<file path="config.mk">
export PLATFORM = sky130hd
export DESIGN_NAME = rpr_requant_flat
export DESIGN_NICKNAME = d
export VERILOG_FILES = /design/src/sv/rpr_pkg.sv /design/src/sv/rpr_stream_if.sv /design/src/sv/rpr_requant.sv /design/src/flat_wrapper.sv
export SDC_FILE = /design/constraint.sdc
export NUM_CORES = 2
export LEC_CHECK = 0
export BUFFER_PORTS_ARGS = -buffer_cell sky130_fd_sc_hd__buf_2
export CAP_MARGIN = 20
export CORE_UTILIZATION = 50
export CTS_CLUSTER_DIAMETER = 200
export CTS_CLUSTER_SIZE = 40
export DETAILED_ROUTE_END_ITERATION = 7
export PLACE_DENSITY_LB_ADDON = 0.2
export RECOVER_POWER = 50
export SYNTH_ARGS = -nofsm -noshare
export SYNTH_HDL_FRONTEND = slang
export SYNTH_SLANG_ARGS = --single-unit
</file>
<file path="constraint.sdc">
create_clock -name clock -period 19.6 [get_ports clock]
set_input_delay 3.92 -clock clock [delete_from_list [all_inputs] [get_ports clock]]
set_output_delay 3.92 -clock clock [all_outputs]
set_load 0.03 [all_outputs]
</file>
<file path="src/sv/rpr_pkg.sv">
package rpr_pkg;

   localparam int PSUM_FIELD_W = 32;
   localparam int RADDR_FIELD_W = 9;
   localparam int WADDR_FIELD_W = 14;
   localparam int FEAT_W = 8;
   localparam int COEF_W = 32;
   localparam int OFFSET_W = 16;
   localparam int CSR_IDX_W = 3;
   localparam int CSR_DATA_W = 48;
   localparam int PROD_W = PSUM_FIELD_W + COEF_W;

   localparam int MODE_ENABLE_BIT = 0;
   localparam int MODE_RELU_BIT = 1;
   localparam int MODE_MAX_BIT = 2;

   localparam logic signed [FEAT_W-1:0] FEAT_MAX = 8'sd127;
   localparam logic signed [FEAT_W-1:0] FEAT_MIN = -8'sd128;

   typedef enum logic [CSR_IDX_W-1:0] {
      CSR_MODE,
      CSR_KERNEL_EXTENT,
      CSR_WINDOW_SETUP,
      CSR_READ_SETUP,
      CSR_WRITE_BASE,
      CSR_WRITE_ENDS,
      CSR_WRITE_STEPS,
      CSR_SCALE_MULT
   } csr_index_type;

   typedef struct packed {
      logic [2:0]               mode;
      logic [15:0]              kernel_extent;
      logic [23:0]              window_setup;
      logic [24:0]              read_setup;
      logic [13:0]              write_base;
      logic [31:0]              write_ends;
      logic [47:0]              write_steps;
      logic signed [COEF_W-1:0] scale_mult;
   } cfg_type;

   typedef struct packed {
      logic signed [PSUM_FIELD_W-1:0] psum_value;
      logic                           start_req;
   } req_payload_type;

   typedef struct packed {
      logic [RADDR_FIELD_W-1:0] read_address;
      logic                     write_valid;
      logic [WADDR_FIELD_W-1:0] write_address;
      logic signed [FEAT_W-1:0] feature_value;
   } rsp_payload_type;

   typedef struct packed {
      logic [RADDR_FIELD_W-1:0]       read_address;
      logic                           write_valid;
      logic [WADDR_FIELD_W-1:0]       write_address;
      logic signed [PSUM_FIELD_W-1:0] pooled;
   } pool_beat_type;

endpackage

</file>
<file path="src/sv/rpr_stream_if.sv">
interface rpr_stream_if #(
   parameter type payload_type = logic
) ();
   logic        valid;
   logic        ready;
   payload_type payload;

   modport source (output valid, output payload, input ready);
   modport sink (input valid, input payload, output ready);
endinterface

</file>
<file path="src/sv/rpr_requant.sv">
module rpr_requant (
   input  logic                   clock,
   input  logic                   reset,
   input  rpr_pkg::cfg_type       cfg,
   input  logic                   pool_valid,
   input  rpr_pkg::pool_beat_type pool_beat,
   output logic                   pool_ready,
   rpr_stream_if.source           rsp_chan
);
   import rpr_pkg::*;

   logic prod_valid_ff;
   logic signed [PROD_W-1:0] prod_ff, prod_in;
   pool_beat_type meta_ff;
   logic signed [COEF_W-1:0] prod_hi;
   logic signed [FEAT_W-1:0] sat;
   logic out_adv;
   logic rsp_valid_ff;
   rsp_payload_type rsp_ff, rsp_in;

   assign out_adv = !rsp_valid_ff || rsp_chan.ready;
   assign pool_ready = !prod_valid_ff || out_adv;

   assign prod_in = pool_beat.pooled * cfg.scale_mult;

   // floor shift by 32 is the top half of the product
   assign prod_hi = prod_ff[PROD_W-1:PROD_W-COEF_W];

   always_comb begin
      if (prod_hi > COEF_W'(FEAT_MAX)) begin
         sat = FEAT_MAX;
      end else if (prod_hi < COEF_W'(FEAT_MIN)) begin
         sat = FEAT_MIN;
      end else begin
         sat = FEAT_W'(prod_hi);
      end
      rsp_in.read_address = meta_ff.read_address;
      rsp_in.write_valid = meta_ff.write_valid;
      rsp_in.write_address = meta_ff.write_address;
      rsp_in.feature_value = meta_ff.write_valid ? sat : '0;
   end

   always_ff @(posedge clock) begin
      if (reset) begin
         prod_valid_ff <= 1'b0;
         rsp_valid_ff <= 1'b0;
      end else begin
         if (pool_ready) begin
            prod_valid_ff <= pool_valid;
         end
         if (out_adv) begin
            rsp_valid_ff <= prod_valid_ff;
         end
      end
   end

   always_ff @(posedge clock) begin
      if (pool_ready && pool_valid) begin
         prod_ff <= prod_in;
         meta_ff <= pool_beat;
      end
      if (out_adv && prod_valid_ff) begin
         rsp_ff <= rsp_in;
      end
   end

   assign rsp_chan.valid = rsp_valid_ff;
   assign rsp_chan.payload = rsp_ff;
endmodule

</file>
<file path="src/flat_wrapper.sv">
// flat-port wrapper written by rule: the top's interface ports become plain ports
module rpr_requant_flat import rpr_pkg::*;
  (clock, reset, cfg, pool_valid, pool_beat, pool_ready, rsp_chan_valid, rsp_chan_payload, rsp_chan_ready);
  rpr_stream_if rsp_chan_i ();
  input  logic clock;
  input  logic reset;
  input  rpr_pkg::cfg_type cfg;
  input  logic pool_valid;
  input  rpr_pkg::pool_beat_type pool_beat;
  output logic pool_ready;
  output wire logic [$bits(rsp_chan_i.valid)-1:0] rsp_chan_valid;
  output wire logic [$bits(rsp_chan_i.payload)-1:0] rsp_chan_payload;
  input wire logic [$bits(rsp_chan_i.ready)-1:0] rsp_chan_ready;
  assign rsp_chan_valid = rsp_chan_i.valid;
  assign rsp_chan_payload = rsp_chan_i.payload;
  assign rsp_chan_i.ready = rsp_chan_ready;
  rpr_requant u_core (.clock(clock), .reset(reset), .cfg(cfg), .pool_valid(pool_valid), .pool_beat(pool_beat), .pool_ready(pool_ready), .rsp_chan(rsp_chan_i));
endmodule
</file>
==> impl_results.md <==
- CTS resizes: 0
- Headroom to the max-slew limit: 7.10%
- Area delta synth->final: 3.07%
- Number of antenna violations at the first check in global routing: 4
- Avg Cell Area, Syn: 9.62 um2
- Vias post-DR: 24230
- Routed wire per std cell: 19.3 um
- Clock buffers created by TritonCTS: 5
- Top cells by area in the synthesized netlist: fa_1, inv_1, and2_1, ha_1, nand2_1
- Starting DRT DRC Count: 1267
- Gpl congestion: 0.865
- Number of distinct standard cells referenced by the synthesized netlist: 54
- Initial cell density of the core: 50.5%
- Largest area contributor in the synthesized netlist: fa_1
- Number of warning messages in the yosys log: 0
- Commonest cells after routing, fill and taps aside: fa_1, inv_1, nand2_1, and2_1, ha_1
- Fraction of final layout cells sized beyond drive strength 1: 3.06%
- Class of the most critical hold timing path: flop to flop
- Std-Cell Core Area: 71500 um2
- RSZ-0062 raised after global routing: false
- Die extent in x: 271 um
- Number of flops mapped to enable cells by yosys: 28
- Detailed placement HPWL: 70600 um
- Die Height: 271 um
- Clock-pin slew of the registers on the worst-case setup and hold paths: 0.05 ns
- Run status: finished clean
- Ratio of routed vias to standard cells: 5.26
- Number of flip-flops and latches in the synthesized netlist: 30
- Most common cell after layout, fill and taps aside: fa_1
- Slew at the pin with the worst max-slew slack: 1.39 ns
- Number of standard-cell rows in the floorplan: 98
- Clock latency of the later-clocked register in the worst-skew pair: 0.27 ns
- Fraction of synthesis flops using an asynchronous set or reset pin: 0%
- Max-slew violations: 0
- Clock tree from TritonCTS: yes
- CP max FO: 32
- Post-route clock skew: 0.00424 ns
- CTS root buf: clkbuf_16
- H-tree depth: 2
- Fraction of post-synthesis cell area in the top cell type by area: 59.9%
- Overflow left after global routing: 0
- CTS sink count: 30
- Max-cap viol count: 0
- TNS Setup: 0 ns
- Register area share after synthesis: 2.44%
- Worst Path Required: 19.66 ns
- Total nets after synthesis: 5268
- Drc violations: 0
- Minimum clock period: 12.14 ns
- Global-route wire length before repair: 147000 um
- Final Hold Fails: 0
- Worst Path Class, Setup: input port to flop
- Maximum count of clock buffers along a single path: 2
- Drt total wl: 88700 um
- Buffer count from post-CTS setup fixing: 0
- GRT Total Usage: 25.8%
- Type of origin of the critical path: input port
- Die area: 73300 um2
- Period Utilization, post-route: 61.9%
- Vias in the first global route: 27011
- Num ports: 257
- Post-Synthesis Cell Area: 36100 um2
- Worst Setup End Kind: flop
- Number of instances in the synthesized netlist: 3753
- Number of input and output port buffers inserted: 71
- Main synth FF type: edfxtp_1
- Arr. time, crit path: 12.20 ns
- Total setup violations reported at the end of the flow: 0
- # hold bufs at CTS: 0
- First-pass iteration count of the detailed router: 6
- Largest net degree at the start of global routing: 33
- Maximum achievable frequency: 82.4 MHz
- Remaining antenna violation count after routing: 0
- Final #Nets: 5170
final cells by class:
cell class              count  area (um2)
flip-flops and latches     30         881
well taps                 950        1190
diodes                      2        5.00
repair buffers             93         515
inverters                 939        3520
clock inverters             3        16.3
fillers                  6559       34300
clock buffers               5         125
multi-input cells        2586       31000
path summary, 6_finish.rpt:
kind / cells past startpoint / slack, ns / from / end
worst max-delay path: 26 / 7.46 / pool_beat[31] / u_core.prod_ff[59]
worst min-delay path: 2 / 0.51 / u_core.prod_valid_ff / u_core.rsp_chan.valid
worst max register to register: 4 / 17.49 / u_core.rsp_chan.valid / u_core.prod_ff[56]
worst min register to register: 2 / 0.51 / u_core.prod_valid_ff / u_core.rsp_chan.valid
critical path, stage by stage:
cell and delay, ns:
buf_2 0.51, nand2_1 0.28, inv_1 0.15, fa_1 0.40, inv_1 0.27, fa_1 0.47
inv_1 0.24, fa_1 0.50, inv_1 0.09, fa_1 0.56, inv_1 0.62, fa_1 0.56
fa_1 0.55, inv_1 0.05, fa_1 0.46, fa_1 0.51, inv_1 0.04, ha_1 0.36
nand2_1 0.12, or2_2 0.29, o31a_1 0.12, and3_1 0.21, a31oi_2 0.28, o31a_1 0.24
nor2_1 0.08, o311ai_1 0.29
cell usage after synthesis (all sizes together) (2+ instances only):
| cell | instances |
|---|---|
| a2111oi | 3 |
| a211oi | 7 |
| a21o | 20 |
| a21oi | 43 |
| a22oi | 2 |
| a31oi | 7 |
| a41oi | 2 |
| and2 | 512 |
| and3 | 8 |
| buf | 3 |
| clkbuf | 195 |
| dfxtp | 2 |
| edfxtp | 28 |
| fa | 1081 |
| ha | 180 |
| inv | 939 |
| nand2 | 513 |
| nand2b | 10 |
| nand3 | 7 |
| nand4 | 14 |
| nor2 | 45 |
| nor2b | 6 |
| nor3 | 10 |
| nor4 | 9 |
| o2111ai | 3 |
| o211a | 3 |
| o211ai | 6 |
| o21a | 5 |
| o21ai | 22 |
| o21bai | 6 |
| o31a | 3 |
| o31ai | 5 |
| or2 | 4 |
| or3 | 3 |
| or4 | 3 |
| xnor2 | 23 |
| xor2 | 12 |
logic make-up (layout without fill, tap and decap cells):
group | count (synthesis) | count (layout) | share of synthesized area [%]
fa+ha+maj | 1261 | 1261 | 66.2
simple gates | 1146 | 1146 | 16.0
buf+inv | 1137 | 1040 | 11.8
compound gates | 144 | 144 | 2.75
xor+xnor | 35 | 35 | 0.849
flops | 30 | 30 | 2.44
other cells | 0 | 2 | 0
sequential cells by signal, indices dropped and copies added, names as in the netlist:
name                     cells
u_core.prod_ff              26
u_core.rsp_chan.payload      1
u_core.meta_ff               1
u_core.prod_valid_ff         1
u_core.rsp_chan.valid        1
per-stage QoR:
step	std cells	hold WS (ns)	util, %	instance area [um2]	setup slack, ns
global placement	4598	0.504	51.9	37100	7.28
CTS	4606	0.509	52.1	37200	7.45
finish	4608	0.510	52.1	37200	7.46
floorplan	3753	0.478	-	36100	8.22
global route	4607	0.541	52.1	37200	6.98
detailed placement	4598	0.503	51.9	37100	7.20
layer usage:
metal	GRT usage (%)	vias up	part of all wire (%)	wire, um
met2	47.4	596	54	47500
met4	4.94	4	2.3	2040
met3	1.88	122	4.2	3770
met1	33.5	13053	40	35400
met5	0	-	0.026	23
li1	-	10455	-	-
Power is not shown: default switching activity piles up to over one toggle a cycle in this logic, so the estimate is an artifact.
